`src/rtl/ocsc_pkg.sv`:
```
package ocsc_pkg;

   localparam int MAX_SPANS = 32;
   localparam int ADDR_W    = $clog2(MAX_SPANS);
   localparam int COUNT_W   = $clog2(MAX_SPANS + 2);
   localparam int RES_CAP   = MAX_SPANS + 1;

   localparam logic [1:0] MODE_STORE  = 2'd1;
   localparam logic [1:0] MODE_INSERT = 2'd2;

   typedef struct packed {
      logic signed [15:0] right;
      logic signed [15:0] left;
   } span_type;

   typedef enum logic [3:0] {
      ST_IDLE,
      ST_W_CHECK,
      ST_W_EVAL,
      ST_P_START,
      ST_P_R0,
      ST_P_STEP,
      ST_P_RN,
      ST_P_FOUND,
      ST_P_SHIFT,
      ST_P_SHWR,
      ST_P_DONE,
      ST_EMIT,
      ST_FINAL,
      ST_INS_OUT
   } state_type;

endpackage

```
`src/rtl/ocsc_span_ram.sv`:
```
module ocsc_span_ram (
   input  logic                            clock,
   input  logic                            wr_en,
   input  logic [ocsc_pkg::ADDR_W-1:0]     wr_addr,
   input  ocsc_pkg::span_type              wr_data,
   input  logic                            rd_en,
   input  logic [ocsc_pkg::ADDR_W-1:0]     rd_addr,
   output ocsc_pkg::span_type              rd_data
);

   ocsc_pkg::span_type mem [ocsc_pkg::MAX_SPANS];
   ocsc_pkg::span_type rd_data_ff;

   always_ff @(posedge clock) begin
      if (wr_en) begin
         mem[wr_addr] <= wr_data;
      end
      if (rd_en) begin
         rd_data_ff <= mem[rd_addr];
      end
   end

   assign rd_data = rd_data_ff;

endmodule

```
`src/rtl/occluded_column_span_clipper_unit.sv`:
```
// Occluded column span clipper.
// The req channel takes one command item: tuser carries the mode (probe, clip
// and store, insert), tdata the inclusive span. The rsp channel returns the
// result items of that command in order, the final one marked by tlast.
// A probe or a clip walks the stored span table entry by entry, one memory
// read and one evaluation per entry, and hands over each emitted piece in
// turn. Storing a piece or inserting a span scans the table for its slot,
// one entry read at a time, and then, if a slot fits and the table has
// room, shifts the entries above it up by one. The longest command is a
// clip and store that fills the table; the single read port and single
// write port of the span memory set the pace of every command.
// One command is worked on at a time; req_tready is high only when idle.
// A finished result waits in the output register, and the next command is
// accepted while it waits. When the receiver stalls, the walk holds before
// the next result it would hand over. Reset empties the table (the count
// goes to zero) and drops any result not yet taken.
module occluded_column_span_clipper_unit (
   input  logic        clock,
   input  logic        reset,
   input  logic        req_tvalid,
   output logic        req_tready,
   input  logic [31:0] req_tdata,   // seg_left [15:0], seg_right [31:16]
   input  logic [1:0]  req_tuser,   // mode [1:0]
   output logic        rsp_tvalid,
   input  logic        rsp_tready,
   output logic [31:0] rsp_tdata,   // piece_left [15:0], piece_right [31:16]
   output logic [2:0]  rsp_tuser,   // piece_valid, insert_ok, store_dropped
   output logic        rsp_tlast
);

   localparam int AW = ocsc_pkg::ADDR_W;
   localparam int CW = ocsc_pkg::COUNT_W;

   ocsc_pkg::state_type state_ff, state_in;

   logic [CW-1:0] count_ff, count_in;
   logic [CW-1:0] i_ff, i_in;
   logic [CW-1:0] k_ff, k_in;
   logic [CW-1:0] j_ff, j_in;
   logic [CW-1:0] s_ff, s_in;
   logic [CW-1:0] pos_ff, pos_in;
   logic signed [16:0] xl_ff, xl_in;
   logic signed [15:0] xr_ff, xr_in;
   logic signed [15:0] rj_ff, rj_in;
   logic signed [15:0] pc_lo_ff, pc_lo_in;
   logic signed [15:0] pc_hi_ff, pc_hi_in;
   logic pc_ok_ff, pc_ok_in;
   logic pc_drop_ff, pc_drop_in;
   logic tail_ff, tail_in;
   logic store_ff, store_in;
   logic ins_ff, ins_in;
   logic pend_valid_ff, pend_valid_in;
   logic signed [15:0] pend_lo_ff, pend_lo_in;
   logic signed [15:0] pend_hi_ff, pend_hi_in;
   logic pend_drop_ff, pend_drop_in;
   logic rsp_valid_ff, rsp_valid_in;
   logic [31:0] rsp_data_ff, rsp_data_in;
   logic [2:0] rsp_user_ff, rsp_user_in;
   logic rsp_last_ff, rsp_last_in;

   logic mem_wr_en, mem_rd_en;
   logic [AW-1:0] mem_wr_addr, mem_rd_addr;
   ocsc_pkg::span_type mem_wr_data, mem_rd_data;

   logic signed [16:0] lo_x, hi_p1, xr_x;
   logic walk_go, tail_go, c_before, c_gap, c_cover;
   logic p_front, p_last, p_fit_last, p_fit, full, shift_more;
   logic out_free, emit_block;

   ocsc_span_ram u_ram (
      .clock   (clock),
      .wr_en   (mem_wr_en),
      .wr_addr (mem_wr_addr),
      .wr_data (mem_wr_data),
      .rd_en   (mem_rd_en),
      .rd_addr (mem_rd_addr),
      .rd_data (mem_rd_data)
   );

   assign lo_x  = 17'(mem_rd_data.left);
   assign hi_p1 = 17'(mem_rd_data.right) + 17'sd1;
   assign xr_x  = 17'(xr_ff);

   assign walk_go    = (i_ff < count_ff) && (xl_ff <= xr_x)
                       && (k_ff < CW'(ocsc_pkg::RES_CAP));
   assign tail_go    = (xl_ff <= xr_x) && (k_ff < CW'(ocsc_pkg::RES_CAP));
   assign c_before   = xr_x < lo_x;
   assign c_gap      = xl_ff < lo_x;
   assign c_cover    = hi_p1 > xl_ff;
   assign p_front    = pc_hi_ff <= mem_rd_data.left;
   assign p_last     = (j_ff + CW'(1)) >= count_ff;
   assign p_fit_last = rj_ff <= pc_lo_ff;
   assign p_fit      = (rj_ff <= pc_lo_ff) && (pc_hi_ff <= mem_rd_data.left);
   assign full       = count_ff >= CW'(ocsc_pkg::MAX_SPANS);
   assign shift_more = s_ff > pos_ff;
   assign out_free   = !rsp_valid_ff || rsp_tready;
   assign emit_block = pend_valid_ff && !out_free;

   always_comb begin
      state_in = state_ff;
      unique case (state_ff)
         ocsc_pkg::ST_IDLE: begin
            if (req_tvalid) begin
               state_in = (req_tuser == ocsc_pkg::MODE_INSERT) ?
                          ocsc_pkg::ST_P_START : ocsc_pkg::ST_W_CHECK;
            end
         end
         ocsc_pkg::ST_W_CHECK: begin
            if (walk_go) begin
               state_in = ocsc_pkg::ST_W_EVAL;
            end else if (tail_go) begin
               state_in = store_ff ? ocsc_pkg::ST_P_START : ocsc_pkg::ST_EMIT;
            end else begin
               state_in = ocsc_pkg::ST_FINAL;
            end
         end
         ocsc_pkg::ST_W_EVAL: begin
            if (c_before || c_gap) begin
               state_in = store_ff ? ocsc_pkg::ST_P_START : ocsc_pkg::ST_EMIT;
            end else begin
               state_in = ocsc_pkg::ST_W_CHECK;
            end
         end
         ocsc_pkg::ST_P_START: begin
            state_in = (count_ff == '0) ? ocsc_pkg::ST_P_FOUND : ocsc_pkg::ST_P_R0;
         end
         ocsc_pkg::ST_P_R0: begin
            state_in = p_front ? ocsc_pkg::ST_P_FOUND : ocsc_pkg::ST_P_STEP;
         end
         ocsc_pkg::ST_P_STEP: begin
            if (p_last) begin
               state_in = p_fit_last ? ocsc_pkg::ST_P_FOUND : ocsc_pkg::ST_P_DONE;
            end else begin
               state_in = ocsc_pkg::ST_P_RN;
            end
         end
         ocsc_pkg::ST_P_RN: begin
            state_in = p_fit ? ocsc_pkg::ST_P_FOUND : ocsc_pkg::ST_P_STEP;
         end
         ocsc_pkg::ST_P_FOUND: begin
            state_in = full ? ocsc_pkg::ST_P_DONE : ocsc_pkg::ST_P_SHIFT;
         end
         ocsc_pkg::ST_P_SHIFT: begin
            state_in = shift_more ? ocsc_pkg::ST_P_SHWR : ocsc_pkg::ST_P_DONE;
         end
         ocsc_pkg::ST_P_SHWR: begin
            state_in = ocsc_pkg::ST_P_SHIFT;
         end
         ocsc_pkg::ST_P_DONE: begin
            state_in = ins_ff ? ocsc_pkg::ST_INS_OUT : ocsc_pkg::ST_EMIT;
         end
         ocsc_pkg::ST_EMIT: begin
            if (!emit_block) begin
               state_in = tail_ff ? ocsc_pkg::ST_FINAL : ocsc_pkg::ST_W_CHECK;
            end
         end
         ocsc_pkg::ST_FINAL, ocsc_pkg::ST_INS_OUT: begin
            if (out_free) begin
               state_in = ocsc_pkg::ST_IDLE;
            end
         end
         default: begin
            state_in = ocsc_pkg::ST_IDLE;
         end
      endcase
   end

   always_comb begin
      count_in      = count_ff;
      i_in          = i_ff;
      k_in          = k_ff;
      j_in          = j_ff;
      s_in          = s_ff;
      pos_in        = pos_ff;
      xl_in         = xl_ff;
      xr_in         = xr_ff;
      rj_in         = rj_ff;
      pc_lo_in      = pc_lo_ff;
      pc_hi_in      = pc_hi_ff;
      pc_ok_in      = pc_ok_ff;
      pc_drop_in    = pc_drop_ff;
      tail_in       = tail_ff;
      store_in      = store_ff;
      ins_in        = ins_ff;
      pend_valid_in = pend_valid_ff;
      pend_lo_in    = pend_lo_ff;
      pend_hi_in    = pend_hi_ff;
      pend_drop_in  = pend_drop_ff;
      rsp_valid_in  = rsp_valid_ff && !rsp_tready;
      rsp_data_in   = rsp_data_ff;
      rsp_user_in   = rsp_user_ff;
      rsp_last_in   = rsp_last_ff;
      mem_wr_en     = 1'b0;
      mem_wr_addr   = pos_ff[AW-1:0];
      mem_wr_data   = mem_rd_data;
      mem_rd_en     = 1'b0;
      mem_rd_addr   = i_ff[AW-1:0];
      unique case (state_ff)
         ocsc_pkg::ST_IDLE: begin
            if (req_tvalid) begin
               xl_in         = 17'($signed(req_tdata[15:0]));
               xr_in         = req_tdata[31:16];
               pc_lo_in      = req_tdata[15:0];
               pc_hi_in      = req_tdata[31:16];
               pc_ok_in      = 1'b0;
               pc_drop_in    = 1'b0;
               i_in          = '0;
               k_in          = '0;
               pend_valid_in = 1'b0;
               store_in      = req_tuser == ocsc_pkg::MODE_STORE;
               ins_in        = req_tuser == ocsc_pkg::MODE_INSERT;
            end
         end
         ocsc_pkg::ST_W_CHECK: begin
            if (walk_go) begin
               mem_rd_en   = 1'b1;
               mem_rd_addr = i_ff[AW-1:0];
            end else if (tail_go) begin
               pc_lo_in   = xl_ff[15:0];
               pc_hi_in   = xr_ff;
               pc_ok_in   = 1'b0;
               pc_drop_in = 1'b0;
               tail_in    = 1'b1;
            end
         end
         ocsc_pkg::ST_W_EVAL: begin
            pc_ok_in   = 1'b0;
            pc_drop_in = 1'b0;
            tail_in    = 1'b0;
            if (c_before) begin
               pc_lo_in = xl_ff[15:0];
               pc_hi_in = xr_ff;
               xl_in    = xr_x + 17'sd1;
            end else if (c_gap) begin
               pc_lo_in = xl_ff[15:0];
               pc_hi_in = 16'(lo_x - 17'sd1);
               xl_in    = hi_p1;
            end else begin
               if (c_cover) begin
                  xl_in = hi_p1;
               end
               i_in = i_ff + CW'(1);
            end
         end
         ocsc_pkg::ST_P_START: begin
            pos_in      = '0;
            mem_rd_en   = count_ff != '0;
            mem_rd_addr = '0;
         end
         ocsc_pkg::ST_P_R0: begin
            pos_in = '0;
            rj_in  = mem_rd_data.right;
            j_in   = '0;
         end
         ocsc_pkg::ST_P_STEP: begin
            pos_in = j_ff + CW'(1);
            if (!p_last) begin
               mem_rd_en   = 1'b1;
               mem_rd_addr = AW'(j_ff + CW'(1));
            end
         end
         ocsc_pkg::ST_P_RN: begin
            pos_in = j_ff + CW'(1);
            rj_in  = mem_rd_data.right;
            j_in   = j_ff + CW'(1);
         end
         ocsc_pkg::ST_P_FOUND: begin
            pc_drop_in = full;
            s_in       = count_ff;
         end
         ocsc_pkg::ST_P_SHIFT: begin
            if (shift_more) begin
               mem_rd_en   = 1'b1;
               mem_rd_addr = AW'(s_ff - CW'(1));
            end else begin
               mem_wr_en         = 1'b1;
               mem_wr_addr       = pos_ff[AW-1:0];
               mem_wr_data.left  = pc_lo_ff;
               mem_wr_data.right = pc_hi_ff;
               count_in          = count_ff + CW'(1);
               pc_ok_in          = 1'b1;
            end
         end
         ocsc_pkg::ST_P_SHWR: begin
            mem_wr_en   = 1'b1;
            mem_wr_addr = s_ff[AW-1:0];
            mem_wr_data = mem_rd_data;
            s_in        = s_ff - CW'(1);
         end
         ocsc_pkg::ST_P_DONE: begin
         end
         ocsc_pkg::ST_EMIT: begin
            if (!emit_block) begin
               if (pend_valid_ff) begin
                  rsp_valid_in = 1'b1;
                  rsp_data_in  = {pend_hi_ff, pend_lo_ff};
                  rsp_user_in  = {pend_drop_ff, 1'b0, 1'b1};
                  rsp_last_in  = 1'b0;
               end
               pend_valid_in = 1'b1;
               pend_lo_in    = pc_lo_ff;
               pend_hi_in    = pc_hi_ff;
               pend_drop_in  = pc_drop_ff;
               k_in          = k_ff + CW'(1);
               i_in          = i_ff + CW'(1)
                               + CW'(pc_ok_ff && (pos_ff <= i_ff));
            end
         end
         ocsc_pkg::ST_FINAL: begin
            if (out_free) begin
               rsp_valid_in = 1'b1;
               rsp_last_in  = 1'b1;
               if (pend_valid_ff) begin
                  rsp_data_in = {pend_hi_ff, pend_lo_ff};
                  rsp_user_in = {pend_drop_ff, 1'b0, 1'b1};
               end else begin
                  rsp_data_in = '0;
                  rsp_user_in = '0;
               end
            end
         end
         ocsc_pkg::ST_INS_OUT: begin
            if (out_free) begin
               rsp_valid_in = 1'b1;
               rsp_last_in  = 1'b1;
               rsp_data_in  = {pc_hi_ff, pc_lo_ff};
               rsp_user_in  = {pc_drop_ff, pc_ok_ff, 1'b0};
            end
         end
         default: begin
         end
      endcase
   end

   always_ff @(posedge clock) begin
      if (reset) begin
         state_ff      <= ocsc_pkg::ST_IDLE;
         count_ff      <= '0;
         pend_valid_ff <= 1'b0;
         rsp_valid_ff  <= 1'b0;
      end else begin
         state_ff      <= state_in;
         count_ff      <= count_in;
         pend_valid_ff <= pend_valid_in;
         rsp_valid_ff  <= rsp_valid_in;
      end
   end

   always_ff @(posedge clock) begin
      i_ff         <= i_in;
      k_ff         <= k_in;
      j_ff         <= j_in;
      s_ff         <= s_in;
      pos_ff       <= pos_in;
      xl_ff        <= xl_in;
      xr_ff        <= xr_in;
      rj_ff        <= rj_in;
      pc_lo_ff     <= pc_lo_in;
      pc_hi_ff     <= pc_hi_in;
      pc_ok_ff     <= pc_ok_in;
      pc_drop_ff   <= pc_drop_in;
      tail_ff      <= tail_in;
      store_ff     <= store_in;
      ins_ff       <= ins_in;
      pend_lo_ff   <= pend_lo_in;
      pend_hi_ff   <= pend_hi_in;
      pend_drop_ff <= pend_drop_in;
      rsp_data_ff  <= rsp_data_in;
      rsp_user_ff  <= rsp_user_in;
      rsp_last_ff  <= rsp_last_in;
   end

   assign req_tready = state_ff == ocsc_pkg::ST_IDLE;
   assign rsp_tvalid = rsp_valid_ff;
   assign rsp_tdata  = rsp_data_ff;
   assign rsp_tuser  = rsp_user_ff;
   assign rsp_tlast  = rsp_last_ff;

endmodule

```
`config.mk`:
```
export PLATFORM = sky130hd
export DESIGN_NAME = occluded_column_span_clipper_unit
export DESIGN_NICKNAME = d
export VERILOG_FILES = /design/src/rtl/ocsc_pkg.sv /design/src/rtl/ocsc_span_ram.sv /design/src/rtl/occluded_column_span_clipper_unit.sv
export SDC_FILE = /design/constraint.sdc
export NUM_CORES = 2
export LEC_CHECK = 0
export BUFFER_PORTS_ARGS = -buffer_cell sky130_fd_sc_hd__buf_2
export CAP_MARGIN = 5
export CORE_UTILIZATION = 57
export DETAILED_ROUTE_END_ITERATION = 10
export PLACE_DENSITY = 0.83
export SLEW_MARGIN = 20
export SYNTH_ARGS = -nofsm -noshare
export SYNTH_HDL_FRONTEND = slang
export SYNTH_SLANG_ARGS = --single-unit
```
`constraint.sdc`:
```
create_clock -name clock -period 4.7 [get_ports clock]
set_clock_uncertainty 0.2 [all_clocks]
set_input_delay 0.47 -clock clock [delete_from_list [all_inputs] [get_ports clock]]
set_output_delay 0.47 -clock clock [all_outputs]
set_load 0.03 [all_outputs]
```
== Word level (Yosys, flattened, before mapping) ==
Memories as Yosys holds them, arrays and structs flattened. A register that Yosys moved wholly into a read port is not among the register bits.
Index checks and enable logic that the tools add are counted.
W data, S select, Z words.
Word-level totals
  memories kept: 1
  memory bits (writable): 1024
  logic and storage cells: 211
  output and inout bits: 38
  bits in registers: 197
Memory list
  u_ram.mem: words 32, width 32, read ports 1, clocked after Yosys merged registers in 1, wr ports 1, line ocsc_span_ram.sv:11  | ocsc_pkg::span_type mem [ocsc_pkg::MAX_SPANS];
Operators by class
  bitwise gates (word level): 2
  reduce and logical (&&, ||, !) cells: 44
  equal/unequal tests: 28
  order comparisons: 12
  muxes and demuxes: 90
  add/sub/neg operators: 9
Operators by type and width (count)
  $mux W32: 7
  $mux W16: 10
  $pmux W16 S3: 2
  $pmux W32 S3: 1
  $mux W17: 4
  $pmux W4 S13: 1
  $pmux W6 S2: 4
  $mux W4: 10
  $add A16 B2 Y17 const B: 2
  $pmux W17 S2: 1
  $le A16 B16 Y1: 2
  $mux W6: 5
  $add A6 B1 Y6 const B: 4
  $eq A4 B4 Y1 const B: 6
  $ne A2 B2 Y1 const B: 10
  $reduce_and A5 Y1: 4
  $mux W1: 19
  $mux W3: 6
  $pmux W6 S3: 1
  $gt A17 B17 Y1: 1
  $le A17 B16 Y1: 1
  $lt A17 B16 Y1: 1
  $eq A4 B3 Y1 const B: 4
  $lt A16 B16 Y1: 1
  other kinds (36): 78

== Longest topological paths before layout ==
  word-level depth: 6
  gate-level depth with buffers: 19

== Modules after synthesis ==
Synthesis repeated with hierarchy kept, for this count alone.
Second synthesis, totals
  cell total of the unflattened synthesis: 3509
  area, all modules: 53440.0 µm²
By module, submodules not included
  ocsc_span_ram: instances 1, cells each 2260, area each 40812.9 µm²
  occluded_column_span_clipper_unit: instances 1, cells each 1249, area each 12627.1 µm²

== Worst setup path before layout ==
Ideal clock, no wire load.
  path type: register to register
  from: reg xr_ff[15]
  to: reg pc_hi_ff[0] (enable)
  arrival time: 4.378 ns
  cell stages (with the launch flop): 10
  path slack: -0.339 ns
  data required time: 4.039 ns
  library setup time: 0.461 ns
  clock period less this slack: 5.039 ns
  cell sequence: edfxtp_1 ha_1 nand4_1 or2_2 o31a_1 mux2i_1 buf_2 a221o_1 nor2_1 nor3_1
Between the ends
  word-level cells in the longest chain between the ends: 5
  elaborated cells on any way between the ends: 9
Ends and longest elaborated chain
  start: declaration: line occluded_column_span_clipper_unit.sv:43  | logic signed [15:0] xr_ff, xr_in;
  start signal: assignment: line occluded_column_span_clipper_unit.sv:356  | xr_ff <= xr_in;
  $le A17 B16 Y1: line occluded_column_span_clipper_unit.sv:84, occluded_column_span_clipper_unit.sv:86
  $logic_and A1 B1 Y1: line occluded_column_span_clipper_unit.sv:84  | assign walk_go = (i_ff < count_ff) && (xl_ff <= xr_x)
  $logic_and A1 B1 Y1: line occluded_column_span_clipper_unit.sv:85  | && (k_ff < CW'(ocsc_pkg::RES_CAP));
  $ne A2 B2 Y1 (no line)
  $reduce_and A5 Y1 (no line) *
  end signal: assignment: line occluded_column_span_clipper_unit.sv:359  | pc_hi_ff <= pc_hi_in;
  end: declaration: line occluded_column_span_clipper_unit.sv:46  | logic signed [15:0] pc_hi_ff, pc_hi_in;
Mark *: on every way between the ends. The rest lies on a longest branch, timed or not.
A chain may end at the register's enable or synchronous reset.

== Worst setup path in the final report ==
  from: reg j_ff[0]
  to: reg u_ram.rd_data[5] (netlist name)
Between the ends
  word-level cells in the longest chain between the ends: 4
  elaborated cells on any way between the ends: 6
Ends and longest elaborated chain
  start: declaration: line occluded_column_span_clipper_unit.sv:39  | logic [CW-1:0] j_ff, j_in;
  start signal: assignment: line occluded_column_span_clipper_unit.sv:352  | j_ff <= j_in;
  $add A6 B1 Y6 *: line occluded_column_span_clipper_unit.sv:91  | assign p_last = (j_ff + CW'(1)) >= count_ff;
  $ge A6 B6 Y1: line occluded_column_span_clipper_unit.sv:91
  $mux W1 / $mux W5 (equally long branches): line occluded_column_span_clipper_unit.sv:257  | if (!p_last) begin
  $pmux W1 S4 / $pmux W5 S3 (equally long branches): line occluded_column_span_clipper_unit.sv:198  | unique case (state_ff)
Marks and branches as above.

==> flow_summary.ini <==
[outcome]
run_status = finished, final reports clean

[cts]
clock_latency_ps = 720
root_buffer = clkbuf_16
cts.sink_count = 1253
cts_tree = done
cts.path.max_buffers = 3
htreeDepth = 3
cts_made_buffers = 117
clkTransAtPathRegs_ps = 70

[sta]
worstMarginPinSlew_ps = 1210
slew_headroom_pct = 19.2
period_needed_ps = 4500
fin_setup_tns_ps = 0
setup_viol = 0
min_period_over_period_pct = 95.7
slew_viol_final = 0
setup_slack_ps = 202
max_freq_mhz = 222
timing_hold_violations_final = 0
rsz0062_at_grt = no

[setup_path]
critPathLaunchType = flip-flop
path_max_fanout = 15
r2r_cells = 16
critPathArrivalTime_ps = 4740
end_kind = flip-flop
slowest_delay_ps = 550
crit_type = flip-flop to flip-flop
crit_slowest_cell = mux4_2
cp_cell_sequence = ha_1, nand3_1, xor2_1, inv_1, ha_1, a21o_1, a21oi_2, o22ai_2, or3_1, a21oi_4, buf_12, buf_12, mux4_2, a22o_1, nor2_1, nand3_1
cp.required_ps = 4940

[synthesis]
synth_seq_cells = 1253
ys.flop_type = edfxtp_1
synth_top_area_cell = edfxtp_1
async_flop_share_pct = 0
syn_inst = 3505
seq_area_frac_synth_pct = 71.5
yosysUniqueCellTypes = 74
syn_nets = 3675
synth.area.top_cells = edfxtp_1 71%, mux4_2 5.5%, nand2_1 4.4%
synth_top_area_share_pct = 71.0
synthesis.area_sq_um = 52500
ys_warn_count = 0
synth_area_per_cell_sq_um = 15.0
synth_edf_count = 1241

[layout]
nets = 3862
final_cell_area_sq_um = 59700
layout_commonest_cell = edfxtp_1
area_delta_synth_final_pct = 13.8
antenna_cells = 0
mostFrequentLayoutCells = 1241 x edfxtp_1, 613 x nand2_1, 195 x nand3_1
layout-drive-gt1-share_pct = 15.9

[grt]
grt_use_total_pct = 33.2
grt_max_degree = 76
grt_antenna_before_repair = 3
grt_pass1_wl_um = 224000
grt-ovfl-total = 0
grt_pass1_vias = 34400

[floorplan]
initial_utilization_pct = 58.0
fp.coreArea_sq_um = 90600
core.rowCount = 110
die_x_um = 305
die_y_um = 305
dieArea_sq_um = 93300
ios = 76

[place]
routabilityCongestion = 0.953
dpl.hpwl_um = 82900
port_buffers = 75
placed_area_sq_um = 55300
pre_cts_ws_ps = 66.3

[route]
vias_per_cell = 7.01
drtAntennaViolNets = 0
drt_iter0_drc = 6337
drt-pass1-iter-count = 9
via_count = 34800
drc = 0
wire_per_inst_um = 31.9
wl_um = 158000

[job]
max_cap_viol_count = 0

[hold_path]
holdCritPathClass = flip-flop to flip-flop
holdPathStages = 0

[power]
p_leak_nw = 20.5
ir_worst_vdd_v = 0.000477
power-per-cell-area_nw_per_um2 = 661
metal layers:
metal / wire length, um / vias to the layer above / track usage [%]
met5: 9 / - / 0
met4: 12000 / 2 / 20.5
met3: 23900 / 849 / 9.41
met2: 71900 / 3599 / 51.9
met1: 50400 / 16500 / 41.0
li1: - / 13800 / -
state kept, by name, indices dropped and copies added (netlist names), 6 cells and up:
register       cells
rsp_tdata         32
k_ff               6
xr_ff             16
i_ff               6
count_ff           6
pc_lo_ff          16
s_ff               6
j_ff               6
rj_ff             16
xl_ff             17
pend_hi_ff        16
u_ram.mem       1024
pc_hi_ff          16
u_ram.rd_data     32
pend_lo_ff        16
pos_ff             6
area by class of cell:
| cell class | instances | area [sq um] |
|---|---|---|
| Clock buffer | 129 | 2970 |
| Sequential cell | 1253 | 37500 |
| Tap cell | 1176 | 1470 |
| Fill cell | 5549 | 30900 |
| Multi-Input combinational cell | 1971 | 14300 |
| Inverter | 106 | 398 |
| Timing Repair Buffer | 243 | 2180 |
| Clock inverter | 87 | 896 |
worst max-delay path: cells and delay by family (launching register included):
kind	cells	cell delay (ps)
muxes	1	550
buffers and inverters	3	530
adders and majority gates	2	530
AOI/OAI and AO/OA	5	990
and+or+nand+nor	4	840
xor gates and xnor gates	1	180
DFF	1	390
synthesized netlist by cell type (7+ instances only):
master	number
a31oi_1	39
mux2i_1	9
buf_6	20
and3_1	12
xor2_1	15
and2_1	7
nor2_1	142
o21ai_0	85
dfxtp_1	12
a221o_1	18
nand3_1	195
a21o_1	36
o21a_1	11
xnor2_1	50
a32oi_1	64
a21oi_1	113
ha_1	132
nand2_1	613
nor2b_1	16
buf_1	15
clkbuf_1	113
mux4_2	128
a22o_1	99
nand4_1	61
buf_2	25
edfxtp_1	1241
nor4_1	9
nor3_1	21
inv_1	105
nand2b_1	13
final timing paths:
check | slack (ps) | endpoint | startpoint
setup reg to reg | 200 | u_ram.rd_data[5]$_DFFE_PP_ | j_ff[0]$_SDFFCE_PN0P_
hold / removal | 270 | pend_drop_ff$_DFFE_PP_ | pc_drop_ff$_SDFFCE_PN0P_
setup / recovery | 200 | u_ram.rd_data[5]$_DFFE_PP_ | j_ff[0]$_SDFFCE_PN0P_
hold reg to reg | 270 | pend_drop_ff$_DFFE_PP_ | pc_drop_ff$_SDFFCE_PN0P_
cell families (layout without fill, tap and decap cells):
family                   Yosys count  after routing  share of synthesized area [%]
AND/OR/NAND/NOR                 1119           1119                           9.29
buffers and inverters            281            565                           2.37
XOR/XNOR                          65             65                           1.08
flip-flops                      1253           1253                           71.5
AO/OA/AOI/OAI                    517            517                           6.96
adder cells (fa/ha/maj)          132            132                           3.15
multiplexers                     138            138                           5.69
where the power goes:
group,internal [W],switching [W]
logic,0.00482,0.00944
registers,0.0145,0.000994
clock network,0.00535,0.00434
total,0.0247,0.0148
stage by stage:
step / hold WS (ps) / instances / util [%] / power (W)
floorplan: 227 / 3505 / - / 0.0239
finish: 266 / 4965 / 65.9 / 0.0394
global placement: 247 / 4706 / 61.0 / 0.0282
detailed placement: 249 / 4706 / 61.1 / 0.0287
global route: 283 / 4965 / 65.9 / 0.0405
CTS: 265 / 4961 / 65.8 / 0.0386
what timing repair did:
item                                    4_1_cts  5_1_grt
endpoints found under the hold margin        76        0
hold buffers                                 39        0
gates resized for setup                       0        4
setup buffers                                 0        1
endpoints found under the setup margin        0       28
Power figures use the tool's default switching activity.
